===== config.mk =====
export PLATFORM = sky130hd
export DESIGN_NAME = sync_length_checksum_frame_parser
export DESIGN_NICKNAME = d
export VERILOG_FILES = /design/src/hdl/slcfp_pkg.sv /design/src/hdl/sync_length_checksum_frame_parser.sv
export SDC_FILE = /design/constraint.sdc
export NUM_CORES = 1
export LEC_CHECK = 0
export BUFFER_PORTS_ARGS = -buffer_cell sky130_fd_sc_hd__buf_4
export CAP_MARGIN = 20
export CORE_MARGIN = 2
export CORE_UTILIZATION = 31
export DETAILED_ROUTE_END_ITERATION = 7
export PLACE_DENSITY = 0.51
export REMOVE_ABC_BUFFERS = 1
export SLEW_MARGIN = 25
export SYNTH_ARGS = -nofsm -noshare
export SYNTH_HDL_FRONTEND = slang
export SYNTH_SLANG_ARGS = --single-unit

===== constraint.sdc =====
create_clock -name clk -period 17.25 [get_ports clk]
set_clock_uncertainty 0.05 [all_clocks]
set_input_delay 0 -clock clk [delete_from_list [all_inputs] [get_ports clk]]
set_output_delay 0 -clock clk [all_outputs]
set_load 0.01 [all_outputs]

===== src/hdl/slcfp_pkg.sv =====
// Package for the sync/length/checksum frame parser.
// Holds reset values, register indexes, event codes and the result item type.
// No dependencies.
package slcfp_pkg;

  // Default payload limit handed to the top level
  localparam int PAYLOAD_LIMIT_DEF = 1024;

  // Configuration port geometry
  localparam int CFG_IDX_W  = 3;
  localparam int CFG_DATA_W = 16;

  // Register indexes
  localparam logic [CFG_IDX_W-1:0] REG_SYNC_FIRST    = 3'd0;
  localparam logic [CFG_IDX_W-1:0] REG_SYNC_SECOND   = 3'd1;
  localparam logic [CFG_IDX_W-1:0] REG_TIMEOUT_MS    = 3'd2;
  localparam logic [CFG_IDX_W-1:0] REG_MAX_PAYLOAD   = 3'd3;
  localparam logic [CFG_IDX_W-1:0] REG_BODY_OVERHEAD = 3'd4;

  // Register reset values
  localparam logic [7:0]  SYNC_FIRST_RST    = 8'hFA;
  localparam logic [7:0]  SYNC_SECOND_RST   = 8'hFB;
  localparam logic [15:0] TIMEOUT_MS_RST    = 16'd100;
  localparam logic [10:0] MAX_PAYLOAD_RST   = 11'd256;
  localparam logic [7:0]  BODY_OVERHEAD_RST = 8'd9;

  // Event codes of a result item
  localparam logic [2:0] EV_NONE      = 3'd0;
  localparam logic [2:0] EV_PAYLOAD   = 3'd1;
  localparam logic [2:0] EV_GOOD      = 3'd2;
  localparam logic [2:0] EV_LEN_ERR   = 3'd3;
  localparam logic [2:0] EV_DLEN_ERR  = 3'd4;
  localparam logic [2:0] EV_CSUM_ERR  = 3'd5;

  // One result item
  typedef struct packed {
    logic [2:0]  event_res;
    logic [7:0]  payload_byte;
    logic [9:0]  payload_index;
    logic [7:0]  frame_action;
    logic [15:0] frame_resource;
    logic [31:0] frame_message_id;
    logic [10:0] frame_data_length;
    logic        timed_out;
    logic [15:0] error_total;
  } result_t;

endpackage


===== src/hdl/sync_length_checksum_frame_parser.sv =====
// Top level of the sync/length/checksum frame parser.
// Depends on slcfp_pkg for reset values, register indexes, event codes and result type.
//
// Usage:
//   Input channel (in_valid / in_stall) carries one received byte with its
//   millisecond timestamp per item. Every accepted item yields exactly one
//   result item on the output channel (out_valid / out_stall): an event code,
//   the streamed payload byte and its index, the header fields held for the
//   current frame, a timeout flag and the saturating error count.
//   Configuration writes (cfg_valid / cfg_ready, cfg_index, cfg_data) set the
//   sync bytes, inter-byte timeout, maximum payload and body overhead; they
//   are taken in every cycle and belong in idle periods only.
// Timing:
//   The parse update is one pass of logic from the accepted byte and the
//   parser state into a result register (or the skid register while a result
//   waits), and one item is taken every cycle while in_stall is low.
//   A two-entry output stage (result register plus skid register) parts the
//   channels: in_stall rises only once both entries hold results, i.e. after
//   the receiver has stalled a waiting result while another item arrived.
// Reset:
//   rst_n low (synchronous) returns the parser to the first sync hunt, clears
//   held fields, timestamp and error count, restores register defaults and
//   empties the output stage.
module sync_length_checksum_frame_parser #(
  parameter int PAYLOAD_LIMIT = slcfp_pkg::PAYLOAD_LIMIT_DEF
) (
  input  logic                             clk,
  input  logic                             rst_n,
  // input channel
  input  logic                             in_valid,
  output logic                             in_stall,
  input  logic [7:0]                       in_rx_byte,
  input  logic [31:0]                      in_now_ms,
  // result channel
  output logic                             out_valid,
  input  logic                             out_stall,
  output logic [2:0]                       out_event_res,
  output logic [7:0]                       out_payload_byte,
  output logic [9:0]                       out_payload_index,
  output logic [7:0]                       out_frame_action,
  output logic [15:0]                      out_frame_resource,
  output logic [31:0]                      out_frame_message_id,
  output logic [10:0]                      out_frame_data_length,
  output logic                             out_timed_out,
  output logic [15:0]                      out_error_total,
  // configuration write channel
  input  logic                             cfg_valid,
  output logic                             cfg_ready,
  input  logic [slcfp_pkg::CFG_IDX_W-1:0]  cfg_index,
  input  logic [slcfp_pkg::CFG_DATA_W-1:0] cfg_data
);

  // Parse steps, one-hot
  typedef enum logic [8:0] {
    ST_SYNC0 = 9'b000000001,
    ST_SYNC1 = 9'b000000010,
    ST_LEN   = 9'b000000100,
    ST_ACT   = 9'b000001000,
    ST_RES   = 9'b000010000,
    ST_MID   = 9'b000100000,
    ST_DLEN  = 9'b001000000,
    ST_DATA  = 9'b010000000,
    ST_SUM   = 9'b100000000
  } step_t;

  localparam logic [15:0] LIMIT_W = 16'(PAYLOAD_LIMIT);

  // Configuration registers
  logic [7:0]  sync_first_r, sync_second_r, overhead_r;
  logic [15:0] timeout_r;
  logic [10:0] max_payload_r;

  // Parser state
  step_t       step_r, step_nxt;
  logic [10:0] pos_r, pos_nxt;
  logic [15:0] blen_r, blen_nxt;
  logic [7:0]  sum_r, sum_nxt;
  logic [7:0]  action_r, action_nxt;
  logic [15:0] resource_r, resource_nxt;
  logic [31:0] msg_id_r, msg_id_nxt;
  logic [15:0] dlen_r, dlen_nxt;
  logic [31:0] last_time_r;
  logic [15:0] err_cnt_r, err_cnt_nxt;

  // Output stage
  logic                 out_valid_r, skid_valid_r;
  slcfp_pkg::result_t   out_r, skid_r, res;

  // Combinational parse signals
  logic        in_acc, out_take;
  logic        tmo, err_hit;
  step_t       step_e;
  logic [10:0] pos_e, pos_inc, maxp;
  logic [15:0] blen_e, blen_full, dlen_full, dlen_sum;
  logic [16:0] blen_lim;
  logic [7:0]  sum_e, sum_add, pbyte;
  logic [9:0]  pidx;
  logic [2:0]  ev;

  assign cfg_ready = 1'b1;
  assign in_stall  = skid_valid_r;
  assign in_acc    = in_valid && !skid_valid_r;
  assign out_take  = out_valid_r && !out_stall;

  // Write configuration registers
  always_ff @(posedge clk) begin
    if (!rst_n) begin
      sync_first_r  <= slcfp_pkg::SYNC_FIRST_RST;
      sync_second_r <= slcfp_pkg::SYNC_SECOND_RST;
      timeout_r     <= slcfp_pkg::TIMEOUT_MS_RST;
      max_payload_r <= slcfp_pkg::MAX_PAYLOAD_RST;
      overhead_r    <= slcfp_pkg::BODY_OVERHEAD_RST;
    end else if (cfg_valid && cfg_ready) begin
      unique case (cfg_index)
        slcfp_pkg::REG_SYNC_FIRST:    sync_first_r  <= cfg_data[7:0];
        slcfp_pkg::REG_SYNC_SECOND:   sync_second_r <= cfg_data[7:0];
        slcfp_pkg::REG_TIMEOUT_MS:    timeout_r     <= cfg_data;
        slcfp_pkg::REG_MAX_PAYLOAD:   max_payload_r <= cfg_data[10:0];
        slcfp_pkg::REG_BODY_OVERHEAD: overhead_r    <= cfg_data[7:0];
        default: ;
      endcase
    end
  end

  // Effective payload maximum: smaller of register and limit
  assign maxp = ({5'd0, max_payload_r} < LIMIT_W) ? max_payload_r : LIMIT_W[10:0];

  // Apply the inter-byte timeout before the byte is handled
  assign tmo    = (step_r != ST_SYNC0) && ((in_now_ms - last_time_r) > {16'd0, timeout_r});
  assign step_e = tmo ? ST_SYNC0 : step_r;
  assign pos_e  = tmo ? 11'd0 : pos_r;
  assign blen_e = tmo ? 16'd0 : blen_r;
  assign sum_e  = tmo ? 8'd0 : sum_r;

  assign sum_add   = sum_e + in_rx_byte;
  assign pos_inc   = pos_e + 11'd1;
  assign blen_full = {blen_e[15:8], in_rx_byte};
  assign blen_lim  = {6'd0, maxp} + {9'd0, overhead_r};
  assign dlen_full = {dlen_r[15:8], in_rx_byte};
  assign dlen_sum  = dlen_full + {8'd0, overhead_r};

  // Next parser state for the accepted byte
  always_comb begin
    step_nxt     = step_e;
    pos_nxt      = pos_e;
    blen_nxt     = blen_e;
    sum_nxt      = sum_e;
    action_nxt   = action_r;
    resource_nxt = resource_r;
    msg_id_nxt   = msg_id_r;
    dlen_nxt     = dlen_r;
    ev           = slcfp_pkg::EV_NONE;
    pbyte        = 8'd0;
    pidx         = 10'd0;
    err_hit      = tmo;
    unique case (step_e)
      ST_SYNC0: begin
        if (in_rx_byte == sync_first_r) begin
          action_nxt   = 8'd0;
          resource_nxt = 16'd0;
          msg_id_nxt   = 32'd0;
          dlen_nxt     = 16'd0;
          sum_nxt      = in_rx_byte;
          step_nxt     = ST_SYNC1;
        end
      end
      ST_SYNC1: begin
        if (in_rx_byte == sync_second_r) begin
          sum_nxt  = sum_add;
          step_nxt = ST_LEN;
          pos_nxt  = 11'd0;
        end else if (in_rx_byte == sync_first_r) begin
          // repeated first sync: restart checksum from this byte
          sum_nxt = in_rx_byte;
        end else begin
          step_nxt = ST_SYNC0;
          pos_nxt  = 11'd0;
          blen_nxt = 16'd0;
          sum_nxt  = 8'd0;
        end
      end
      ST_LEN: begin
        sum_nxt = sum_add;
        if (pos_e == 11'd0) begin
          blen_nxt = {in_rx_byte, 8'd0};
          pos_nxt  = 11'd1;
        end else if (blen_full < {8'd0, overhead_r} || {1'b0, blen_full} > blen_lim) begin
          ev       = slcfp_pkg::EV_LEN_ERR;
          err_hit  = 1'b1;
          step_nxt = ST_SYNC0;
          pos_nxt  = 11'd0;
          blen_nxt = 16'd0;
          sum_nxt  = 8'd0;
        end else begin
          blen_nxt = blen_full;
          pos_nxt  = 11'd0;
          step_nxt = ST_ACT;
        end
      end
      ST_ACT: begin
        sum_nxt    = sum_add;
        action_nxt = in_rx_byte;
        step_nxt   = ST_RES;
      end
      ST_RES: begin
        sum_nxt = sum_add;
        if (pos_e == 11'd0) begin
          resource_nxt = {in_rx_byte, 8'd0};
          pos_nxt      = 11'd1;
        end else begin
          resource_nxt = {resource_r[15:8], in_rx_byte};
          pos_nxt      = 11'd0;
          step_nxt     = ST_MID;
        end
      end
      ST_MID: begin
        sum_nxt    = sum_add;
        msg_id_nxt = {msg_id_r[23:0], in_rx_byte};
        if (pos_inc >= 11'd4) begin
          pos_nxt  = 11'd0;
          step_nxt = ST_DLEN;
        end else begin
          pos_nxt = pos_inc;
        end
      end
      ST_DLEN: begin
        sum_nxt = sum_add;
        if (pos_e == 11'd0) begin
          dlen_nxt = {in_rx_byte, 8'd0};
          pos_nxt  = 11'd1;
        end else begin
          dlen_nxt = dlen_full;
          pos_nxt  = 11'd0;
          if (dlen_full > {5'd0, maxp} || dlen_sum != blen_e) begin
            ev       = slcfp_pkg::EV_DLEN_ERR;
            err_hit  = 1'b1;
            step_nxt = ST_SYNC0;
            blen_nxt = 16'd0;
            sum_nxt  = 8'd0;
          end else if (dlen_full == 16'd0) begin
            // empty payload: checksum byte follows directly
            step_nxt = ST_SUM;
          end else begin
            step_nxt = ST_DATA;
          end
        end
      end
      ST_DATA: begin
        sum_nxt = sum_add;
        ev      = slcfp_pkg::EV_PAYLOAD;
        pbyte   = in_rx_byte;
        pidx    = pos_e[9:0];
        if ({5'd0, pos_inc} >= dlen_r) begin
          pos_nxt  = 11'd0;
          step_nxt = ST_SUM;
        end else begin
          pos_nxt = pos_inc;
        end
      end
      ST_SUM: begin
        if (sum_e == in_rx_byte) begin
          ev = slcfp_pkg::EV_GOOD;
        end else begin
          ev      = slcfp_pkg::EV_CSUM_ERR;
          err_hit = 1'b1;
        end
        step_nxt = ST_SYNC0;
        pos_nxt  = 11'd0;
        blen_nxt = 16'd0;
        sum_nxt  = 8'd0;
      end
      default: begin
        step_nxt = ST_SYNC0;
        pos_nxt  = 11'd0;
        blen_nxt = 16'd0;
        sum_nxt  = 8'd0;
      end
    endcase
  end

  // Saturating error count
  assign err_cnt_nxt = (err_hit && err_cnt_r != 16'hFFFF) ? err_cnt_r + 16'd1 : err_cnt_r;

  // Assemble the result item
  always_comb begin
    res.event_res         = ev;
    res.payload_byte      = pbyte;
    res.payload_index     = pidx;
    res.frame_action      = action_nxt;
    res.frame_resource    = resource_nxt;
    res.frame_message_id  = msg_id_nxt;
    res.frame_data_length = dlen_nxt[10:0];
    res.timed_out         = tmo;
    res.error_total       = err_cnt_nxt;
  end

  // Advance parser state on each accepted item
  always_ff @(posedge clk) begin
    if (!rst_n) begin
      step_r      <= ST_SYNC0;
      pos_r       <= 11'd0;
      blen_r      <= 16'd0;
      sum_r       <= 8'd0;
      action_r    <= 8'd0;
      resource_r  <= 16'd0;
      msg_id_r    <= 32'd0;
      dlen_r      <= 16'd0;
      last_time_r <= 32'd0;
      err_cnt_r   <= 16'd0;
    end else if (in_acc) begin
      step_r      <= step_nxt;
      pos_r       <= pos_nxt;
      blen_r      <= blen_nxt;
      sum_r       <= sum_nxt;
      action_r    <= action_nxt;
      resource_r  <= resource_nxt;
      msg_id_r    <= msg_id_nxt;
      dlen_r      <= dlen_nxt;
      last_time_r <= in_now_ms;
      err_cnt_r   <= err_cnt_nxt;
    end
  end

  // Output stage valid bits
  always_ff @(posedge clk) begin
    if (!rst_n) begin
      out_valid_r  <= 1'b0;
      skid_valid_r <= 1'b0;
    end else if (out_take) begin
      if (skid_valid_r) begin
        skid_valid_r <= 1'b0;
      end else begin
        out_valid_r <= in_acc;
      end
    end else if (!out_valid_r) begin
      out_valid_r <= in_acc;
    end else if (in_acc) begin
      skid_valid_r <= 1'b1;
    end
  end

  // Output stage payload: move skid forward, or load the new result
  always_ff @(posedge clk) begin
    if (out_take || !out_valid_r) begin
      out_r <= skid_valid_r ? skid_r : res;
    end
    if (in_acc && out_valid_r && !out_take) begin
      skid_r <= res;
    end
  end

  assign out_valid             = out_valid_r;
  assign out_event_res         = out_r.event_res;
  assign out_payload_byte      = out_r.payload_byte;
  assign out_payload_index     = out_r.payload_index;
  assign out_frame_action      = out_r.frame_action;
  assign out_frame_resource    = out_r.frame_resource;
  assign out_frame_message_id  = out_r.frame_message_id;
  assign out_frame_data_length = out_r.frame_data_length;
  assign out_timed_out         = out_r.timed_out;
  assign out_error_total       = out_r.error_total;

  // A skid entry exists only behind a waiting result
  a_skid_behind_out: assert property (@(posedge clk) disable iff (!rst_n)
    skid_valid_r |-> out_valid_r)
    else $error("skid entry without a result in the output register");

  // Error count moves up by at most one per cycle
  a_err_step: assert property (@(posedge clk) disable iff (!rst_n)
    1'b1 |=> (err_cnt_r == $past(err_cnt_r) || err_cnt_r == $past(err_cnt_r) + 16'd1))
    else $error("error count jumped");

  // Checksum byte without timeout always ends the frame
  a_sum_restarts: assert property (@(posedge clk) disable iff (!rst_n)
    (in_acc && step_r == ST_SUM && !tmo) |=> step_r == ST_SYNC0)
    else $error("parser did not restart after checksum byte");

endmodule

==> flow_metrics.env, run 1 <==
export IMPL_status="completed"
export IMPL_post_synth_top_count_cell="nand2_1"
export IMPL_hold_start="in_valid"
export IMPL_num_nets_final=2829
export IMPL_root_buffer="clkbuf_16"
export IMPL_timing_final_setup_violations=0
export IMPL_tritoncts_num_buffers=49
export IMPL_grt_setup_unrepaired="no"
export IMPL_cts_max_level=2
export IMPL_die_area_um2=78000
export IMPL_grt_pass1_vias=19246
export IMPL_areaGrowthSynthToFinish_pct=18.5
export IMPL_synth_top_family_by_area="compound AO/OA/AOI/OAI gates"
export IMPL_final_period_minus_worst_setup_slack_ps=8730
export IMPL_initialDrtViolationCount=1249
export IMPL_overall_global_routing_resource_usage=0.170
export IMPL_critPathCaptureType="flip-flop"
export IMPL_period_utilization_post_route=0.506
export IMPL_synth_mux_area_fraction=0.0452
export IMPL_grt_first_pass_wirelength_um=108000
export IMPL_timing_critical_path_from_type="flip-flop"
export IMPL_crit_start="last_time_r[0]"
export IMPL_hpwl_um=47400
export IMPL_crit_family="compound AO/OA/AOI/OAI gates"
export IMPL_numPortBuffers=170
export IMPL_drt_pass1_iter_count=5
export IMPL_post_synth_inst_count=2478
export IMPL_synth_compound_area_share=0.186
export IMPL_grt_overflow_total=0
export IMPL_worst_path_largest_cell_delay_ps=610
export IMPL_route_detailed_vias_per_inst=5.28
export IMPL_cp_num_buf_inv=2
export IMPL_synthSimpleGateAreaFrac=0.177
export IMPL_worstReg2RegStart="last_time_r[0]"
export IMPL_synth_area_leader_cell="edfxtp_1"
export IMPL_power_per_cell_area_nw_per_um2=88.0
export IMPL_yosys_warnings=0
export IMPL_finalHoldViolations=0
export IMPL_syn_mean_instance_area_um2=9.48
export IMPL_postCtsResizedCells=0
export IMPL_synth_top_flop_cell="dfxtp_1"
export IMPL_timing_slew_headroom=0.376
export IMPL_grt_start_max_net_pins=69
export IMPL_cts_num_sinks=427
export IMPL_die_w_um=279
export IMPL_drv_cap=0
export IMPL_finalSetupTns_ps=0
export IMPL_synth_distinct_cells=97
export IMPL_postSynthRegisterBits=427
export IMPL_placementRows=100
export IMPL_drcViolationCount=0
export IMPL_post_route_cells_drive_above_1_share=0.150
export IMPL_critical_path_top_delay_cell="or4b_1"
export IMPL_timing_fmax_ghz=0.114
export IMPL_synth_edf_count=210
export IMPL_maxSlewViolCount=0
export IMPL_io_pins=172
export IMPL_post_synth_xor_area_fraction=0.0294
export IMPL_ant_nets=0
export IMPL_power_static_leakage_nw=10.8
export IMPL_min_delay_path_class="input port to flip-flop"
export IMPL_synthArstFlopShare=0
export IMPL_finalWeightedCongestion=0.904
export IMPL_cts_tree="done"
export IMPL_vias=19287
export IMPL_postCtsSetupBuffers=0
export IMPL_timing_worst_setup_path_type="flip-flop to flip-flop"
export IMPL_worstSkewPairLatency_ps=590
export IMPL_synth_adder_area_share=0.0647
export IMPL_cp_data_required_time_ps=17530
export IMPL_ys_seq_area_frac=0.453
export IMPL_max_vdd_ir_drop_mv=0.0733
export IMPL_synth_top_area_share=0.268
export IMPL_antenna_diode_count=0
export IMPL_wl_per_cell_um=18.5
export IMPL_initial_standard_cell_utilization_of_the_core=0.315
export IMPL_initial_antenna_violation_count=0
export IMPL_timing_critical_path_fanout_max=54
export IMPL_postLayoutSetupSlackWorst_ps=8520
export IMPL_wirelength_um=67600
export IMPL_core_region_area_um2=74700
export IMPL_cts_reportedPaths_clkPinSlew_ps=60
export IMPL_die_y_um=279
export IMPL_synth_area_top_cells="edfxtp_1, dfxtp_1, ha_1"
export IMPL_mappedNetlistArea_um2=23500
export IMPL_clockBufferDepth=3
export IMPL_timing_worst_slew_pin_value_ps=929
export IMPL_critical_path_arrival_ps=9010
export IMPL_pre_cts_slack_ps=8560
export IMPL_yosys_top_cells_count="nand2_1, dfxtp_1, edfxtp_1"
layout by cell type, fill, tap and decap left out, types with 36 or more instances in the layout:
| master | synthesis | layout |
|---|---|---|
| a21oi_1 | 196 | 196 |
| ha_1 | 115 | 115 |
| a22o_1 | 82 | 82 |
| clkbuf_16 | 0 | 49 |
| buf_4 | 9 | 191 |
| nor2_1 | 169 | 167 |
| mux2_2 | 89 | 89 |
| a21o_1 | 36 | 36 |
| edfxtp_1 | 210 | 210 |
| a22oi_1 | 36 | 36 |
| xnor2_1 | 40 | 40 |
| inv_1 | 107 | 105 |
| and3_1 | 40 | 40 |
| nand3_1 | 82 | 82 |
| o21ai_0 | 82 | 82 |
| xor2_1 | 39 | 39 |
| dfxtp_1 | 217 | 217 |
| nand2_1 | 331 | 329 |
| dlygate4sd3_1 | 0 | 71 |
per-layer routing:
layer,GRT usage,part of all wire
met1,0.224,0.46
met2,0.292,0.48
met3,0.0223,0.041
met4,0.0487,0.023
met5,0,0
worst paths after layout:
path,to,slack (ps),cells past startpoint
worst max-delay path,out_error_total[1],8520,34
worst min-delay path,step_r[4],100,4
worst max register to register,out_error_total[1],8520,34
worst min register to register,max_payload_r[0],400,2
metrics by stage:
| step | std cells | total power, mW | hold WS [ps] | util | instance area [µm²] |
|---|---|---|---|---|---|
| after floorplan | 2330 | 1.34 | 21.8 | - | 22900 |
| after global placement | 3490 | 1.47 | 182 | 0.342 | 25600 |
| after detailed placement | 3493 | 1.47 | 186 | 0.343 | 25600 |
| after CTS | 3652 | 2.49 | 79.2 | 0.373 | 27800 |
| after global routing | 3652 | 2.57 | 102 | 0.373 | 27800 |
| final | 3652 | 2.45 | 104 | 0.373 | 27800 |
flip-flops by register name (all words and copies together), names as in the netlist, 9 cells and up:
signal and flops:
resource_r 16, timeout_r 16, out_payload_index 10, dlen_r 16, msg_id_r 32, skid_r 105
max_payload_r 11, blen_r 16, err_cnt_r 16, out_frame_message_id 32, out_frame_resource 16, step_r 9
out_frame_data_length 11, out_error_total 16, pos_r 11, last_time_r 32
report_power, final:
group	total, mW	switching (mW)	leakage [nW]	internal [mW]
Clock	0.988	0.422	0.738	0.566
Combinational	0.344	0.208	6.15	0.136
Sequential	1.12	0.0180	3.87	1.10
worst reg2reg max path: cells and delay by family (launching register included):
family                     cells  cell delay [ps]
AOI/OAI and AO/OA             13             3070
and+or+nand+nor               12             2540
adders and majority gates      4             1110
muxes                          2              680
buffers and inverters          2              570
DFF                            1              310
xor gates and xnor gates       1              160
cell families after synthesis:
logic type,Yosys count
simple gates,857
compound gates,644
flops,427
buf+inv,256
fa+ha+maj,119
mux,95
xor+xnor,79
other cells,1
layout make-up:
cell class	count	area, µm²
Timing Repair Buffer	265	2200
Sequential cell	427	10700
Fill cell	7469	46800
Clock inverter	17	148
Tap cell	969	1210
Clock buffer	71	1370
Inverter	107	407
Multi-Input combinational cell	1796	11900
repair_timing:
| action | in CTS | in global routing |
|---|---|---|
| hold buffers | 71 | 0 |
| endpoints found under the hold margin | 164 | 0 |
| endpoints found under the setup margin | 0 | 0 |
Power figures use the tool's default switching activity.
==> run 2: changes to the inputs <==
--- a/config.mk
+++ b/config.mk
@@ -10,7 +10,7 @@
 export CORE_MARGIN = 2
 export CORE_UTILIZATION = 31
 export DETAILED_ROUTE_END_ITERATION = 7
-export PLACE_DENSITY = 0.51
+export PLACE_DENSITY = 0.52
 export REMOVE_ABC_BUFFERS = 1
 export SLEW_MARGIN = 25
 export SYNTH_ARGS = -nofsm -noshare
==> constraint.sdc (replaced) <==
create_clock -name clk -period 7.68 [get_ports clk]
set_clock_uncertainty 0.05 [all_clocks]
set_input_delay 0 -clock clk [delete_from_list [all_inputs] [get_ports clk]]
set_output_delay 0 -clock clk [all_outputs]
set_load 0.01 [all_outputs]
==> flow_metrics.env, run 2 (synthesis gave the netlist of run 1 again) <==
export IMPL_min_delay_path_class="input port to flip-flop"
export IMPL_die_w_um=279
export IMPL_antenna_diode_count=0
export IMPL_root_buffer="clkbuf_16"
export IMPL_grt_first_pass_wirelength_um=107000
export IMPL_timing_reg2reg_setup_slack_ps=530
export IMPL_timing_critical_path_from_type="flip-flop"
export IMPL_drv_cap=0
export IMPL_ant_nets=0
export IMPL_gr_usage_met2=0.295
export IMPL_timing_worst_slew_pin_value_ps=1010
export IMPL_power_per_cell_area_nw_per_um2=197
export IMPL_finalHoldViolations=0
export IMPL_worst_path_largest_cell_delay_ps=570
export IMPL_global_route_peak_usage_layer="met2"
export IMPL_grt_setup_unrepaired="no"
export IMPL_initial_standard_cell_utilization_of_the_core=0.315
export IMPL_grtUsageMet1=0.221
export IMPL_worstSkewPairLatency_ps=600
export IMPL_areaGrowthSynthToFinish_pct=19.6
export IMPL_post_layout_total_power_mw=5.53
export IMPL_clockBufferDepth=3
export IMPL_timing_slew_headroom=0.329
export IMPL_layoutNonFillerInstCount=3675
export IMPL_wl_per_cell_um=18.5
export IMPL_route_detailed_vias_per_inst=5.26
export IMPL_largest_reg_flops=105
export IMPL_timing_critical_path_fanout_max=4
export IMPL_numPortBuffers=170
export IMPL_critPathCaptureType="flip-flop"
export IMPL_io_pins=172
export IMPL_power_static_leakage_nw=10.9
export IMPL_cts_reportedPaths_clkPinSlew_ps=50
export IMPL_wirelength_um=68100
export IMPL_cts_num_sinks=427
export IMPL_post_route_cells_drive_above_1_share=0.158
export IMPL_placementRows=100
export IMPL_cts_max_level=2
export IMPL_dpl_cell_count=3508
export IMPL_num_nets_final=2850
export IMPL_critical_path_arrival_ps=7440
export IMPL_grt_pass1_vias=19412
export IMPL_drcViolationCount=0
export IMPL_use_met3=0.0266
export IMPL_timing_worst_setup_path_type="flip-flop to flip-flop"
export IMPL_max_vdd_ir_drop_mv=0.144
export IMPL_grt_overflow_total=0
export IMPL_most_common_layout_cells="nand2_1, dfxtp_1, edfxtp_1"
export IMPL_initialDrtViolationCount=1326
export IMPL_maxSlewViolCount=0
export IMPL_initial_antenna_violation_count=0
export IMPL_finalWeightedCongestion=0.864
export IMPL_core_region_area_um2=74700
export IMPL_status="completed"
export IMPL_final_common_cell="nand2_1"
export IMPL_period_utilization_post_route=0.931
export IMPL_die_y_um=279
export IMPL_hpwl_um=47500
export IMPL_final_period_minus_worst_setup_slack_ps=7150
export IMPL_overall_global_routing_resource_usage=0.171
export IMPL_timing_final_setup_violations=0
export IMPL_tritoncts_num_buffers=49
export IMPL_largest_register="skid_r"
export IMPL_cts_tree="done"
export IMPL_drt_pass1_iter_count=5
export IMPL_cp_data_required_time_ps=7970
export IMPL_critical_path_top_delay_cell="or4b_4"
export IMPL_grt_start_max_net_pins=77
export IMPL_die_area_um2=78000
export IMPL_vias=19337
export IMPL_timing_fmax_ghz=0.140
-- run 2: cell types whose count changed in the layout (fill, tap and decap cells not counted), sizes merged --
cell	previous run	this run
bufinv	1	2
dlygate4sd3	71	74
clkinv	14	20
clkbuf	71	66
buf	194	212
-- run 2: routing by layer --
metal | vias up | routed length (µm)
li1 | 9454 | -
met1 | 9320 | 30500
met2 | 456 | 32900
met3 | 107 | 3100
met4 | 0 | 1650
met5 | - | 0
-- run 2: power breakdown --
part,internal [mW],total [mW],switching [mW]
combinational,0.312,0.780,0.468
clock,1.28,2.24,0.960
sequential,2.47,2.51,0.0430
total,4.06,5.53,1.47
-- run 2: layout make-up --
type | instances | area, µm²
clock buffer | 66 | 1330
clock inverter | 24 | 196
fill | 7470 | 46600
inverter | 107 | 407
multi-input combinational | 1796 | 11900
sequential | 427 | 10700
tap | 969 | 1210
timing repair buffer | 286 | 2380
-- run 2: repair_timing --
item / CTS / global route
endpoints found under the hold margin: 173 / 0
endpoints found under the setup margin: 0 / 63
gates resized for setup: 0 / 15
buffers inserted: 0 / 1
hold buffers: 74 / 0
-- run 2: stage by stage --
step / worst slack (ps) / util / hold WS, ps / area, µm² / TNS [ps]
after detailed placement: 139 / 0.345 / 175 / 25700 / 0
final: 531 / 0.376 / 171 / 28100 / 0
after global routing: 15.8 / 0.376 / 168 / 28100 / 0
after CTS: 126 / 0.375 / 139 / 28000 / 0
after global placement: 257 / 0.344 / 176 / 25700 / 0
after floorplan: -2110 / - / 21.8 / 22900 / -224630
-- run 2: path summary, 6_finish.rpt --
check             cells past startpoint                 end           start
hold reg to reg                       2      resource_r[10]  resource_r[10]
hold / removal                        4      last_time_r[2]    in_now_ms[2]
setup / recovery                     32  out_error_total[1]  last_time_r[0]
setup reg to reg                     32  out_error_total[1]  last_time_r[0]
-- run 2: critical path, delay by kind of cell (launching register included) --
family / cells / cell delay [ps]
adders and majority gates: 4 / 1130
DFF: 1 / 310
AOI/OAI and AO/OA: 13 / 2440
and+or+nand+nor: 12 / 2170
xor gates and xnor gates: 1 / 190
muxes: 2 / 600
==> run 3: changes to the inputs <==
--- a/config.mk
+++ b/config.mk
@@ -5,12 +5,12 @@
 export SDC_FILE = /design/constraint.sdc
 export NUM_CORES = 1
 export LEC_CHECK = 0
-export BUFFER_PORTS_ARGS = -buffer_cell sky130_fd_sc_hd__buf_4
 export CAP_MARGIN = 20
 export CORE_MARGIN = 2
 export CORE_UTILIZATION = 31
 export DETAILED_ROUTE_END_ITERATION = 7
-export PLACE_DENSITY = 0.52
+export DONT_BUFFER_PORTS = 1
+export PLACE_DENSITY = 0.5
 export REMOVE_ABC_BUFFERS = 1
 export SLEW_MARGIN = 25
 export SYNTH_ARGS = -nofsm -noshare
==> flow_metrics.env, run 3 (synthesis gave the netlist of run 1 again) <==
export IMPL_grt_pass1_vias=18880
export IMPL_initial_standard_cell_utilization_of_the_core=0.315
export IMPL_largest_register="skid_r"
export IMPL_timing_slew_headroom=0.386
export IMPL_netSwitchingPower_mw=1.50
export IMPL_grt_setup_unrepaired="no"
export IMPL_timing_critical_path_from_type="flip-flop"
export IMPL_hold_ws_ps=-10.4
export IMPL_maxSlewViolCount=0
export IMPL_drcViolationCount=0
export IMPL_nFillCells=7453
export IMPL_final_common_cell="nand2_1"
export IMPL_power_per_cell_area_nw_per_um2=209
export IMPL_cts_max_level=2
export IMPL_max_vdd_ir_drop_mv=0.166
export IMPL_finalSetupTns_ps=0
export IMPL_power_share_sequential=0.438
export IMPL_status="finished, violations left"
export IMPL_io_pins=172
export IMPL_min_delay_path_class="input port to flip-flop"
export IMPL_placementRows=100
export IMPL_wirelength_um=71100
export IMPL_numPortBuffers=0
export IMPL_root_buffer="clkbuf_16"
export IMPL_initialDrtViolationCount=1193
export IMPL_worst_path_largest_cell_delay_ps=570
export IMPL_timing_worst_setup_path_type="flip-flop to flip-flop"
export IMPL_core_region_area_um2=74700
export IMPL_cts_num_sinks=427
export IMPL_combinationalPowerShare=0.118
export IMPL_grt_start_max_net_pins=92
export IMPL_most_common_layout_cells="nand2_1, dfxtp_1, edfxtp_1"
export IMPL_initial_antenna_violation_count=9
export IMPL_areaGrowthSynthToFinish_pct=18.2
export IMPL_finalWeightedCongestion=0.862
export IMPL_post_layout_total_power_mw=5.80
export IMPL_clockBufferDepth=3
export IMPL_period_utilization_post_route=0.946
export IMPL_pwr_share_clk=0.444
export IMPL_drt_pass1_iter_count=6
export IMPL_num_nets_final=2737
export IMPL_die_y_um=279
export IMPL_finalHoldViolations=15
export IMPL_critical_path_top_delay_cell="or4b_4"
export IMPL_ant_nets=0
export IMPL_route_detailed_vias_per_inst=5.38
export IMPL_critPathCaptureType="flip-flop"
export IMPL_hpwl_um=46800
export IMPL_timing_worst_slew_pin_value_ps=915
export IMPL_violations="negative hold slack"
export IMPL_p_int_mw=4.30
export IMPL_timing_critical_path_fanout_max=4
export IMPL_finalInstanceArea_um2=27800
export IMPL_wl_per_cell_um=19.9
export IMPL_swShare=0.259
export IMPL_die_area_um2=78000
export IMPL_grt_first_pass_wirelength_um=111000
export IMPL_pre_cts_slack_ps=-61.4
export IMPL_cts_tree="done"
export IMPL_post_route_cells_drive_above_1_share=0.110
export IMPL_vias=19210
export IMPL_cts_reportedPaths_clkPinSlew_ps=60
export IMPL_die_w_um=279
export IMPL_grt_overflow_total=0
export IMPL_cp_data_required_time_ps=7980
export IMPL_overall_global_routing_resource_usage=0.178
export IMPL_postLayoutSetupSlackWorst_ps=417
export IMPL_tritoncts_num_buffers=51
export IMPL_critical_path_arrival_ps=7560
export IMPL_timing_final_setup_violations=0
export IMPL_worstSkewPairLatency_ps=610
export IMPL_post_dp_cell_area_um2=24400
export IMPL_largest_reg_flops=105
export IMPL_power_static_leakage_nw=10.4
export IMPL_drv_cap=0
export IMPL_timing_fmax_ghz=0.138
export IMPL_final_period_minus_worst_setup_slack_ps=7260
## run 3: final timing paths
check | startpoint | endpoint | slack [ps] | cells after the start
max | last_time_r[0] | out_error_total[14] | 420 | 34
min | out_stall | out_error_total[5] | -10 | 1
max reg2reg | last_time_r[0] | out_error_total[14] | 420 | 34
min reg2reg | resource_r[10] | resource_r[10] | 400 | 2
## run 3: power by group through the flow
stage	sequential [mW]	combinational, mW	clock (mW)
after floorplan	2.57	0.427	0
after global placement	2.59	0.575	0
after detailed placement	2.59	0.582	0
after CTS	2.54	0.678	2.65
after global routing	2.55	0.761	2.74
final	2.54	0.684	2.58
## run 3: layer usage
metal	share of wire	wire length, µm	GRT usage	vias up
met4	0.021	1520	0.0473	8
met2	0.48	34400	0.306	467
met3	0.052	3720	0.0340	112
met5	0.00070	50	0	-
li1	-	-	-	9266
met1	0.44	31400	0.229	9357
## run 3: cell type report
cell class	count	area [µm²]	area share
flip-flops and latches	427	10700	0.383
multi-input cells	1796	11900	0.430
well taps	969	1210	0.0436
inverters	107	407	0.0146
clock inverters	36	447	0.0161
diodes	4	10.0	0.000360
repair buffers	171	1770	0.0636
clock buffers	59	1350	0.0485
## run 3: stage by stage
step / cells / util / hold slack (ps)
after floorplan: 2330 / - / 21.8
after global placement: 3333 / 0.327 / 47.9
after detailed placement: 3335 / 0.327 / 53.4
after CTS: 3564 / 0.370 / 4.38
after global routing: 3569 / 0.372 / 35.6
final: 3569 / 0.372 / -10.4
## run 3: critical path: cells and delay by family (launching register included)
kind | cells | cell delay (ps)
adder cells (fa/ha/maj) | 4 | 1090
flip-flops | 1 | 320
AO/OA/AOI/OAI | 13 | 2140
AND/OR/NAND/NOR | 13 | 2480
multiplexers | 2 | 560
buffers and inverters | 1 | 170
XOR/XNOR | 1 | 170
## run 3: repair_timing
action / CTS / global route
buffers inserted: 0 / 1
setup endpoints to repair: 2 / 70
gates resized for setup: 1 / 24
hold buffers: 134 / 0
pin swaps: 0 / 6
hold endpoints to repair: 321 / 0
